==> src/rtl/u8dec_pkg.sv <==
// Shared types and codes for the UTF-8 decoder.
`default_nettype none
package u8dec_pkg;

   localparam int CpWidth     = 21;
   localparam int LenWidth    = 3;
   localparam int StatusWidth = 2;
   localparam int QueueDepth  = 4;
   localparam int QueuePtrW   = $clog2(QueueDepth);

   localparam logic [StatusWidth-1:0] STATUS_OK           = 2'd0;
   localparam logic [StatusWidth-1:0] STATUS_MISSING_CONT = 2'd1;
   localparam logic [StatusWidth-1:0] STATUS_INVALID_LEAD = 2'd2;

   typedef enum logic [2:0] {
      CLS_ASCII,
      CLS_CONT,
      CLS_LEAD2,
      CLS_LEAD3,
      CLS_LEAD4,
      CLS_INVALID
   } byte_class_type;

   typedef struct packed {
      byte_class_type cls;
      logic [7:0]     data;
   } q_entry_type;

   // Queue handshake between front and back.
   typedef struct packed {
      logic push;
      logic pop;
   } q_ctrl_type;

   typedef struct packed {
      logic full;
      logic empty;
   } q_status_type;

endpackage
`default_nettype wire

==> src/rtl/u8dec_front.sv <==
// Front end: accepts bytes and classifies each by its leading one bits.
`default_nettype none
module u8dec_front (
   input  wire logic                  req_valid,
   output logic                       req_stall,
   input  wire logic [7:0]            req_data_byte,
   input  wire u8dec_pkg::q_status_type q_status,
   output logic                       q_push,
   output u8dec_pkg::q_entry_type     q_entry
);
   import u8dec_pkg::*;

   byte_class_type cls;

   always_comb begin
      if (req_data_byte inside {[8'h00:8'h7F]}) begin
         cls = CLS_ASCII;
      end else if (req_data_byte inside {[8'h80:8'hBF]}) begin
         cls = CLS_CONT;
      end else if (req_data_byte inside {[8'hC0:8'hDF]}) begin
         cls = CLS_LEAD2;
      end else if (req_data_byte inside {[8'hE0:8'hEF]}) begin
         cls = CLS_LEAD3;
      end else if (req_data_byte inside {[8'hF0:8'hF7]}) begin
         cls = CLS_LEAD4;
      end else begin
         cls = CLS_INVALID;
      end
   end

   assign req_stall     = q_status.full;
   assign q_push        = req_valid && !q_status.full;
   assign q_entry.cls   = cls;
   assign q_entry.data  = req_data_byte;

endmodule
`default_nettype wire

==> src/rtl/u8dec_queue.sv <==
// Short queue of classified bytes between front and back.
`default_nettype none
module u8dec_queue (
   input  wire logic                   clock,
   input  wire logic                   reset,
   input  wire u8dec_pkg::q_ctrl_type  ctrl,
   input  wire u8dec_pkg::q_entry_type wr_entry,
   output u8dec_pkg::q_entry_type      rd_entry,
   output u8dec_pkg::q_status_type     status
);
   import u8dec_pkg::*;

   q_entry_type              entry_ff [QueueDepth];
   logic [QueuePtrW-1:0]     wr_ptr_ff, wr_ptr_in;
   logic [QueuePtrW-1:0]     rd_ptr_ff, rd_ptr_in;
   logic [QueuePtrW:0]       count_ff, count_in;
   logic                     do_push, do_pop;

   assign status.full  = (count_ff == (QueuePtrW+1)'(QueueDepth));
   assign status.empty = (count_ff == '0);
   assign do_push      = ctrl.push && !status.full;
   assign do_pop       = ctrl.pop && !status.empty;
   assign rd_entry     = entry_ff[rd_ptr_ff];

   always_comb begin
      wr_ptr_in = do_push ? wr_ptr_ff + 1'b1 : wr_ptr_ff;
      rd_ptr_in = do_pop ? rd_ptr_ff + 1'b1 : rd_ptr_ff;
      count_in  = count_ff;
      if (do_push && !do_pop) begin
         count_in = count_ff + 1'b1;
      end else if (!do_push && do_pop) begin
         count_in = count_ff - 1'b1;
      end
   end

   always_ff @(posedge clock) begin
      if (reset) begin
         wr_ptr_ff <= '0;
         rd_ptr_ff <= '0;
         count_ff  <= '0;
      end else begin
         wr_ptr_ff <= wr_ptr_in;
         rd_ptr_ff <= rd_ptr_in;
         count_ff  <= count_in;
      end
   end

   always_ff @(posedge clock) begin
      if (do_push) begin
         entry_ff[wr_ptr_ff] <= wr_entry;
      end
   end

endmodule
`default_nettype wire

==> src/rtl/u8dec_back.sv <==
// Back end: sequence state, code point assembly and the result register.
`default_nettype none
module u8dec_back (
   input  wire logic                                clock,
   input  wire logic                                reset,
   input  wire u8dec_pkg::q_entry_type              q_entry,
   input  wire u8dec_pkg::q_status_type             q_status,
   output logic                                     q_pop,
   output logic                                     rsp_valid,
   input  wire logic                                rsp_stall,
   output logic [u8dec_pkg::CpWidth-1:0]            rsp_code_point,
   output logic [u8dec_pkg::LenWidth-1:0]           rsp_byte_length,
   output logic [u8dec_pkg::StatusWidth-1:0]        rsp_status,
   output logic                                     rsp_last
);
   import u8dec_pkg::*;

   logic [1:0]             remain_ff, remain_in;
   logic [LenWidth-1:0]    seq_len_ff, seq_len_in;
   logic [CpWidth-1:0]     partial_ff, partial_in;

   logic                   valid_ff, valid_in;
   logic [CpWidth-1:0]     cp_ff, cp_in;
   logic [LenWidth-1:0]    len_ff, len_in;
   logic [StatusWidth-1:0] status_ff, status_in;
   logic                   last_ff, last_in;

   logic                   can_load;
   logic                   work;
   logic [CpWidth-1:0]     shifted;

   assign can_load = !valid_ff || !rsp_stall;
   assign work     = can_load && !q_status.empty;
   assign shifted  = {partial_ff[CpWidth-7:0], q_entry.data[5:0]};

   always_comb begin
      remain_in  = remain_ff;
      seq_len_in = seq_len_ff;
      partial_in = partial_ff;
      valid_in   = can_load ? 1'b0 : valid_ff;
      cp_in      = cp_ff;
      len_in     = len_ff;
      status_in  = status_ff;
      last_in    = last_ff;
      q_pop      = 1'b0;

      if (work) begin
         if (remain_ff != 2'd0 && q_entry.cls == CLS_CONT) begin
            q_pop     = 1'b1;
            remain_in = remain_ff - 2'd1;
            if (remain_ff == 2'd1) begin
               valid_in   = 1'b1;
               cp_in      = shifted;
               len_in     = seq_len_ff;
               status_in  = STATUS_OK;
               last_in    = 1'b1;
               seq_len_in = '0;
               partial_in = '0;
            end else begin
               partial_in = shifted;
            end
         end else begin
            // Otherwise: flag a broken sequence if one is open, then the byte is treated as a lead.
            if (remain_ff != 2'd0) begin
               valid_in   = 1'b1;
               cp_in      = '0;
               len_in     = '0;
               status_in  = STATUS_MISSING_CONT;
               remain_in  = 2'd0;
               seq_len_in = '0;
               partial_in = '0;
            end
            case (q_entry.cls)
               CLS_LEAD2: begin
                  q_pop      = 1'b1;
                  last_in    = 1'b1;
                  remain_in  = 2'd1;
                  seq_len_in = LenWidth'(2);
                  partial_in = CpWidth'(q_entry.data[4:0]);
               end
               CLS_LEAD3: begin
                  q_pop      = 1'b1;
                  last_in    = 1'b1;
                  remain_in  = 2'd2;
                  seq_len_in = LenWidth'(3);
                  partial_in = CpWidth'(q_entry.data[3:0]);
               end
               CLS_LEAD4: begin
                  q_pop      = 1'b1;
                  last_in    = 1'b1;
                  remain_in  = 2'd3;
                  seq_len_in = LenWidth'(4);
                  partial_in = CpWidth'(q_entry.data[2:0]);
               end
               default: begin
                  if (remain_ff != 2'd0) begin
                     // Second result follows from the same entry, which stays in the queue.
                     last_in = 1'b0;
                  end else begin
                     q_pop    = 1'b1;
                     valid_in = 1'b1;
                     last_in  = 1'b1;
                     if (q_entry.cls == CLS_ASCII) begin
                        cp_in     = CpWidth'(q_entry.data);
                        len_in    = LenWidth'(1);
                        status_in = STATUS_OK;
                     end else begin
                        cp_in     = '0;
                        len_in    = '0;
                        status_in = STATUS_INVALID_LEAD;
                     end
                  end
               end
            endcase
         end
      end
   end

   always_ff @(posedge clock) begin
      if (reset) begin
         remain_ff  <= '0;
         seq_len_ff <= '0;
         partial_ff <= '0;
         valid_ff   <= 1'b0;
      end else begin
         remain_ff  <= remain_in;
         seq_len_ff <= seq_len_in;
         partial_ff <= partial_in;
         valid_ff   <= valid_in;
      end
   end

   always_ff @(posedge clock) begin
      cp_ff     <= cp_in;
      len_ff    <= len_in;
      status_ff <= status_in;
      last_ff   <= last_in;
   end

   assign rsp_valid       = valid_ff;
   assign rsp_code_point  = cp_ff;
   assign rsp_byte_length = len_ff;
   assign rsp_status      = status_ff;
   assign rsp_last        = last_ff;

endmodule
`default_nettype wire

==> src/rtl/utf8_to_code_point_decoder_unit.sv <==
// Top level of the UTF-8 byte stream to code point decoder.
//
// Request channel: one raw byte per request on req_data_byte, taken at a
// clock edge with req_valid high and req_stall low.
// Response channel: rsp_code_point, rsp_byte_length, rsp_status, rsp_last,
// held in an output register while rsp_valid is high and rsp_stall is high.
// A byte yields zero, one or two responses; rsp_last marks the final one.
// Throughput: one byte per cycle while rsp_stall is low; a byte that breaks a
// sequence and then yields its own response passes through the back end once
// per response. A taken byte is first written into the classify queue; the
// assembly stage then loads its response into the output register.
// A four-entry queue sits between classification and assembly, so requests
// keep being taken while a response waits; req_stall rises only when the
// queue is full, which a stalled response channel eventually causes.
// Reset (synchronous, active high) empties the queue, drops any partial
// sequence and clears rsp_valid.
`default_nettype none
module utf8_to_code_point_decoder_unit (
   input  wire logic                                clock,
   input  wire logic                                reset,
   input  wire logic                                req_valid,
   output logic                                     req_stall,
   input  wire logic [7:0]                          req_data_byte,
   output logic                                     rsp_valid,
   input  wire logic                                rsp_stall,
   output logic [u8dec_pkg::CpWidth-1:0]            rsp_code_point,
   output logic [u8dec_pkg::LenWidth-1:0]           rsp_byte_length,
   output logic [u8dec_pkg::StatusWidth-1:0]        rsp_status,
   output logic                                     rsp_last
);
   import u8dec_pkg::*;

   q_entry_type  wr_entry, rd_entry;
   q_ctrl_type   q_ctrl;
   q_status_type q_status;
   logic         push, pop;

   assign q_ctrl.push = push;
   assign q_ctrl.pop  = pop;

   u8dec_front u_front (
      .req_valid     (req_valid),
      .req_stall     (req_stall),
      .req_data_byte (req_data_byte),
      .q_status      (q_status),
      .q_push        (push),
      .q_entry       (wr_entry)
   );

   u8dec_queue u_queue (
      .clock    (clock),
      .reset    (reset),
      .ctrl     (q_ctrl),
      .wr_entry (wr_entry),
      .rd_entry (rd_entry),
      .status   (q_status)
   );

   u8dec_back u_back (
      .clock           (clock),
      .reset           (reset),
      .q_entry         (rd_entry),
      .q_status        (q_status),
      .q_pop           (pop),
      .rsp_valid       (rsp_valid),
      .rsp_stall       (rsp_stall),
      .rsp_code_point  (rsp_code_point),
      .rsp_byte_length (rsp_byte_length),
      .rsp_status      (rsp_status),
      .rsp_last        (rsp_last)
   );

endmodule
`default_nettype wire

==> config.mk <==
export PLATFORM = sky130hd
export DESIGN_NAME = utf8_to_code_point_decoder_unit
export DESIGN_NICKNAME = d
export VERILOG_FILES = /design/src/rtl/u8dec_pkg.sv /design/src/rtl/u8dec_front.sv /design/src/rtl/u8dec_queue.sv /design/src/rtl/u8dec_back.sv /design/src/rtl/utf8_to_code_point_decoder_unit.sv
export SDC_FILE = /design/constraint.sdc
export NUM_CORES = 1
export LEC_CHECK = 0
export BUFFER_PORTS_ARGS = -buffer_cell sky130_fd_sc_hd__buf_2
export CORE_MARGIN = 8
export CORE_UTILIZATION = 49
export DETAILED_ROUTE_END_ITERATION = 8
export PLACE_DENSITY = 0.7
export SLEW_MARGIN = 20
export SYNTH_ARGS = -nofsm -noshare
export SYNTH_HDL_FRONTEND = slang
export SYNTH_SLANG_ARGS = --single-unit
==> constraint.sdc <==
create_clock -name clock -period 3.55 [get_ports clock]
set_input_delay 0.5325 -clock clock [delete_from_list [all_inputs] [get_ports clock]]
set_output_delay 0.5325 -clock clock [all_outputs]
set_load 0.02 [all_outputs]
==> results.md, run 1 <==
- Initial core utilization: 49.7%
- Final period utilization: 90.1%
- Hold Buf Count CTS: 0
- Initial antenna violation count: 0
- Max FO, Critical Path: 6
- Clk root buf: clkbuf_8
- Synthesized area: 4270 µm²
- Final Cell Area: 4800 µm²
- Leak: 1.76 nW
- Max_cap viols: 0
- Final core occ: 55.9%
- Compound-Gate Fraction of Synth Area: 11.4%
- Minimum clock period after layout: 3.20 ns
- Ys Warns: 0
- Ys async rst share: 0%
- Most frequent cells in the layout: edfxtp_1 (71), buf_2 (40), dfxtp_1 (30)
- Fmax achieved: 313 MHz
- Row count: 34
- Share of cells above drive strength 1: 27.2%
- First-pass GRT wire length: 12400 µm
- Post-CTS Setup Inserts: 0
- Antenna cells: 0
- Drt first-iter violations: 58
- Status: completed
- Hold Path Class: primary input to register
- Worst Setup Start Kind: register
- Final WL: 7820 µm
- Crit path DAT: 3.50 ns
- Sink Count: 101
- Final slew viol count: 0
- Pin slew with the least headroom to its limit: 0.932 ns
- Clk_lat worst skew: 0.37 ns
- Die X-Extent: 109 µm
- CTS tree: yes
- DP Area: 4600 µm²
- Pwr Total: 4.24 mW
- Seq cells post-synth: 101
- Dpl hpwl: 5320 µm
- Synthesized instance count: 300
- Io pins: 41
- Crit. End Element: register
- Register area share after synthesis: 64.0%
- Post-synth net total: 320
- First-pass DRT Iterations: 4
- Vias in the first global route: 2476
- Nets@finish: 364
- Antenna Nets Post-Route: 0
- TritonCTS Buffers: 9
- CP Class: register to register
- Final hold vios: 0
- Port Buffers: 40
- GRT Util Overall: 13.4%
- Post-Synth Adder-Cell Area: 2.52%
- Longest Clk Path Bufs: 2
- GP Congestion: 0.733
- Simple-gate share of the synthesized area: 10.4%
- Largest vdd supply drop: 355 µV
- Top_reg_cell synth: edfxtp_1
- Total grt overflow: 0
- Largest area contributor in the netlist: edfxtp_1
- PnR worst setup slack: 0.353 ns
- Post-synth EDFFs: 71
- Post-synthesis xor/xnor area fraction: 1.44%
- Largest net degree at the start of global routing: 35
- DR DRC count: 0
- Rel. slew slack: 37.9%
- Core area: 8590 µm²
- Clk_skew: 0.0139 ns
- Commonest non-fill, non-tap cell in the layout: edfxtp_1
- Final setup viols: 0
- Ranking of synthesized cells by area: edfxtp_1 (50%), dfxtp_1 (14%), mux4_2 (5.8%)
- Per-cell routed wire length: 17.1 µm
- Cts repair resizes: 0
- Syn avg cell area: 14.2 µm²
- H-tree levels: 3
- Main combinational cell family by area after synthesis: compound AO/OA/AOI/OAI gates
- RSZ-0062 raised after global routing: no
- Total die area: 12000 µm²
- Setup TNS: 0 ns
- Layout area overhead: 12.5%
- Multiplexer share of the synthesized area: 7.24%
- Power per cell area: 883 nW/µm²
- Synth top area share: 49.9%
- DP Worst Slack: 0.343 ns
- Required time of the worst setup path: 3.85 ns
- Die height: 109 µm
- Yosys cell types: 47
- Worst-path clk slew: 0.11 ns
- Vias/cell: 5.48
- Vias: 2505
cells by family (layout without fill, tap and decap cells):
| family | after synthesis | after routing |
|---|---|---|
| DFF | 101 | 101 |
| xor gates and xnor gates | 7 | 7 |
| adders and majority gates | 8 | 8 |
| and+or+nand+nor | 78 | 78 |
| muxes | 17 | 17 |
| AOI/OAI and AO/OA | 61 | 61 |
| buffers and inverters | 28 | 77 |
critical path: stages, from the launching register on:
cell     delay (ns)
dfxtp_1        0.44
buf_4          0.22
mux4_2         0.53
or4_1          0.46
and3b_1        0.22
inv_1          0.06
ha_1           0.17
inv_1          0.06
fa_1           0.37
xor2_1         0.15
or3_1          0.30
a21oi_1        0.14
sequential cells by signal, summed over array words and instances, names as in the netlist, named ones only:
name and count:
u_queue.rd_ptr_ff 2, u_back.rsp_code_point 21, u_back.rsp_last 1, u_back.partial_ff 15, u_back.remain_ff 2, u_queue.entry_ff 44, u_back.rsp_byte_length 3, u_back.rsp_status 2
u_queue.count_ff 3, u_queue.wr_ptr_ff 2, u_back.seq_len_ff 3, u_back.rsp_valid 1
routing by layer:
metal  vias to the layer above  GRT usage, %  wire, µm
met2                        49          21.4      3830
li1                       1222             -         -
met3                         9          2.58       355
met4                         0          6.17        87
met5                         -             0         0
met1                      1225          17.4      3550
synth_stat cells (all sizes together), types with 4 or more instances:
cell	n
edfxtp	71
xnor2	4
o21ai	8
a21oi	9
nor3b	12
a31o	10
inv	10
clkbuf	7
nand3	4
a22o	21
mux4	11
dfxtp	30
and2	6
ha	7
mux2i	5
buf	11
nand2b	11
nand2	12
nor2	18
power by group:
part           switching [mW]  internal (mW)
Clock                   0.436          0.278
Sequential              0.166           1.65
Combinational            1.04          0.668
Total                    1.64           2.60
area by class of cell:
cell class | count | area, µm²
sequential | 101 | 2730
multi-input combinational | 171 | 1420
timing repair buffer | 51 | 283
clock buffer | 9 | 124
inverter | 10 | 37.5
clock inverter | 7 | 76.3
fill | 709 | 3790
tap | 108 | 135
path summary, 6_finish.rpt:
check | from | end | slack [ns] | cells after the start
worst min register to register | u_back.seq_len_ff[2]$_SDFFE_PP0P_ | u_back.seq_len_ff[2]$_SDFFE_PP0P_ | 0.49 | 2
worst max-delay path | register | u_queue.count_ff[2]$_SDFFE_PP0P_ | 0.35 | 11
worst min-delay path | req_data_byte[0] | u_queue.entry_ff[3][0]$_DFFE_PP_ | 0.38 | 1
worst max register to register | register | u_queue.count_ff[2]$_SDFFE_PP0P_ | 0.35 | 11
metrics by stage:
stage | std cells | hold slack [ns]
global route | 457 | 0.366
CTS | 457 | 0.362
finish | 457 | 0.376
global placement | 441 | 0.461
detailed placement | 441 | 0.467
floorplan | 300 | 0.449
Note: power is estimated with default switching activity, not from simulation.
==> run 2: changes to the inputs <==
Settings changed: SYNTH_HIERARCHICAL from default to 1.
==> results.md, run 2 <==
- Status: completed (unchanged)
- Hold Buf Count CTS: 0 (unchanged)
- Initial core utilization: 49.8% (was 49.7%)
- Seq cells post-synth: 101 (unchanged)
- Share of cells above drive strength 1: 24.3% (was 27.2%)
- Initial antenna violation count: 0 (unchanged)
- Minimum clock period after layout: 3.22 ns (was 3.20 ns)
- Top_reg_cell synth: edfxtp_1 (unchanged)
- Synthesized area: 4300 µm² (was 4270 µm²)
- Cell breakdown of the critical path: mux4_2, nor3_1, o21bai_1, nor2b_1, o31ai_2, ha_1, inv_1, fa_1, xor2_1, or3_1, a21oi_1 (was buf_4, mux4_2, or4_1, and3b_1, inv_1, ha_1, inv_1, fa_1, xor2_1, or3_1, a21oi_1)
- Register area share after synthesis: 63.6% (was 64.0%)
- Multi-input gate area: 1380 µm² (was 1420 µm²)
- Longest Clk Path Bufs: 2 (unchanged)
- Final hold vios: 0 (unchanged)
- Commonest non-fill, non-tap cell in the layout: edfxtp_1 (unchanged)
- Ys Warns: 6 (was 0)
- Row count: 34 (unchanged)
- Total grt overflow: 0 (unchanged)
- Worst Setup Start Kind: register (unchanged)
- Nets@finish: 360 (was 364)
- Rel. slew slack: 59.3% (was 37.9%)
- Die height: 110 µm (was 109 µm)
- Total die area: 12000 µm² (about the same)
- Layout area overhead: 10.1% (was 12.5%)
- Yosys cell types: 46 (was 47)
- Worst Hold Slack: 0.397 ns (was 0.376 ns)
- Most frequent cells in the layout: edfxtp_1 (71), buf_2 (40), dfxtp_1 (30) (unchanged)
- First-pass GRT wire length: 12200 µm (was 12400 µm)
- Antenna Nets Post-Route: 0 (unchanged)
- Top cells by instance count after synthesis: edfxtp_1 (71), dfxtp_1 (30), a22o_1 (26) (was edfxtp_1 (71), dfxtp_1 (30), a22o_1 (21))
- Biggest register: u_queue/entry_ff (was u_queue.entry_ff)
- Dpl hpwl: 5450 µm (was 5320 µm)
- Largest vdd supply drop: 374 µV (was 355 µV)
- Synth top area share: 49.6% (was 49.9%)
- Antenna cells: 0 (unchanged)
- Slowest CP cell: mux4_2 (unchanged)
- Register area: 2730 µm² (unchanged)
- DR DRC count: 0 (unchanged)
- First-pass DRT Iterations: 4 (unchanged)
- Hold Path Class: primary input to register (unchanged)
- Drt first-iter violations: 178 (was 58)
- Syn avg cell area: 14.0 µm² (was 14.2 µm²)
- CTS tree: yes (unchanged)
- Post-CTS Setup Inserts: 0 (unchanged)
- Ys async rst share: 0% (unchanged)
- Delay of the slowest critical-path stage: 0.71 ns (was 0.53 ns)
- Sink Count: 101 (unchanged)
- Core area: 8640 µm² (was 8590 µm²)
- Largest register FFs: 44 (unchanged)
- Port Buffers: 40 (unchanged)
- Clk_skew: 0.0148 ns (was 0.0139 ns)
- Post-synth net total: 326 (was 320)
- Ranking of synthesized cells by area: edfxtp_1 (50%), dfxtp_1 (14%), mux4_2 (5.8%) (unchanged)
- Vias/cell: 5.48 (about the same)
- Fmax achieved: 311 MHz (was 313 MHz)
- Final slew viol count: 0 (unchanged)
- Final WL: 7650 µm (was 7820 µm)
- Vias in the first global route: 2470 (was 2476)
- Die X-Extent: 110 µm (was 109 µm)
- Clk root buf: clkbuf_8 (unchanged)
- Final period utilization: 90.6% (was 90.1%)
- Final setup viols: 0 (unchanged)
- Per-cell routed wire length: 16.9 µm (was 17.1 µm)
- Vias: 2484 (was 2505)
- RSZ-0062 raised after global routing: no (unchanged)
- Cts repair resizes: 0 (unchanged)
- H-tree levels: 3 (unchanged)
- Max_cap viols: 0 (unchanged)
- Clk_lat worst skew: 0.36 ns (was 0.37 ns)
- Crit. End Element: register (unchanged)
- Worst-path clk slew: 0.09 ns (was 0.11 ns)
- Power per cell area: 866 nW/µm² (was 883 nW/µm²)
- Largest area contributor in the netlist: edfxtp_1 (unchanged)
- Leak: 1.73 nW (was 1.76 nW)
- Max FO, Critical Path: 14 (was 6)
- Synthesized instance count: 306 (was 300)
- # fillers: 729 (was 709)
- Crit path DAT: 3.51 ns (was 3.50 ns)
- Largest net degree at the start of global routing: 31 (was 35)
- Required time of the worst setup path: 3.84 ns (was 3.85 ns)
- GP Congestion: 0.773 (was 0.733)
- Io pins: 41 (unchanged)
- Pin slew with the least headroom to its limit: 0.606 ns (was 0.932 ns)
- Top-count cell post-synth: edfxtp_1 (unchanged)
- TritonCTS Buffers: 9 (unchanged)
- CP Class: register to register (unchanged)
- Post-synth EDFFs: 71 (unchanged)
- Setup TNS: 0 ns (unchanged)
- GRT Util Overall: 13.1% (was 13.4%)
run 2: final timing paths:
kind	depth (start not counted)	to	start	slack, ns
max reg2reg	11	u_queue/count_ff[2]$_SDFFE_PP0P_	register	0.33
max	11	u_queue/count_ff[2]$_SDFFE_PP0P_	register	0.33
min	1	u_queue/entry_ff[3][1]$_DFFE_PP_	req_data_byte[1]	0.40
min reg2reg	2	u_back/partial_ff[12]$_SDFFE_PP0P_	u_back/partial_ff[12]$_SDFFE_PP0P_	0.48
run 2: area by class of cell:
class                   count  share of cell area (%)
well taps                 108                    2.85
inverters                  10                   0.793
multi-input cells         169                    29.2
clock inverters             5                   0.766
flip-flops and latches    101                    57.7
repair buffers             49                    5.66
clock buffers              11                    2.99
run 2: worst max-delay path: cells and delay by family, from the launching register on:
| family | cells | cell delay [ns] |
|---|---|---|
| mux | 1 | 0.71 |
| simple gates | 3 | 0.69 |
| fa+ha+maj | 2 | 0.62 |
| flops | 1 | 0.58 |
| compound gates | 3 | 0.33 |
| xor+xnor | 1 | 0.16 |
| buf+inv | 1 | 0.06 |
run 2: where the power goes:
| group | total, mW | switching, mW | internal, mW | leakage [nW] |
|---|---|---|---|---|
| clock | 0.652 | 0.378 | 0.274 | 0.0832 |
| combinational | 1.61 | 0.985 | 0.630 | 0.729 |
| sequential | 1.84 | 0.179 | 1.66 | 0.916 |
run 2: per-layer routing:
layer / global-route usage (%) / up-vias / share of wire (%)
met1: 16.3 / 1227 / 45
li1: - / 1212 / -
met3: 2.93 / 5 / 4.5
met4: 5.21 / 0 / 0.86
met5: 0 / - / 0
met2: 21.9 / 40 / 49
run 2: cell families (layout without fill, tap and decap cells):
kind of cell	Yosys count	count (layout)	share of synthesized area (%)
flops	101	101	63.6
buf+inv	36	75	4.51
simple gates	77	77	10.3
fa+ha+maj	8	8	2.50
compound gates	65	65	11.6
mux	14	14	6.46
xor+xnor	5	5	1.02
run 2: per-stage QoR:
step	std cells	power [mW]	cell area, µm²	setup slack, ns	utilization, %
6_report	453	4.10	4730	0.334	54.8
5_1_grt	453	4.33	4730	0.120	54.8
4_1_cts	453	4.14	4730	0.314	54.8
3_5_place_dp	437	3.49	4560	0.332	52.8
3_3_place_gp	437	3.43	4560	0.433	52.8
2_1_floorplan	306	3.03	4300	0.504	-
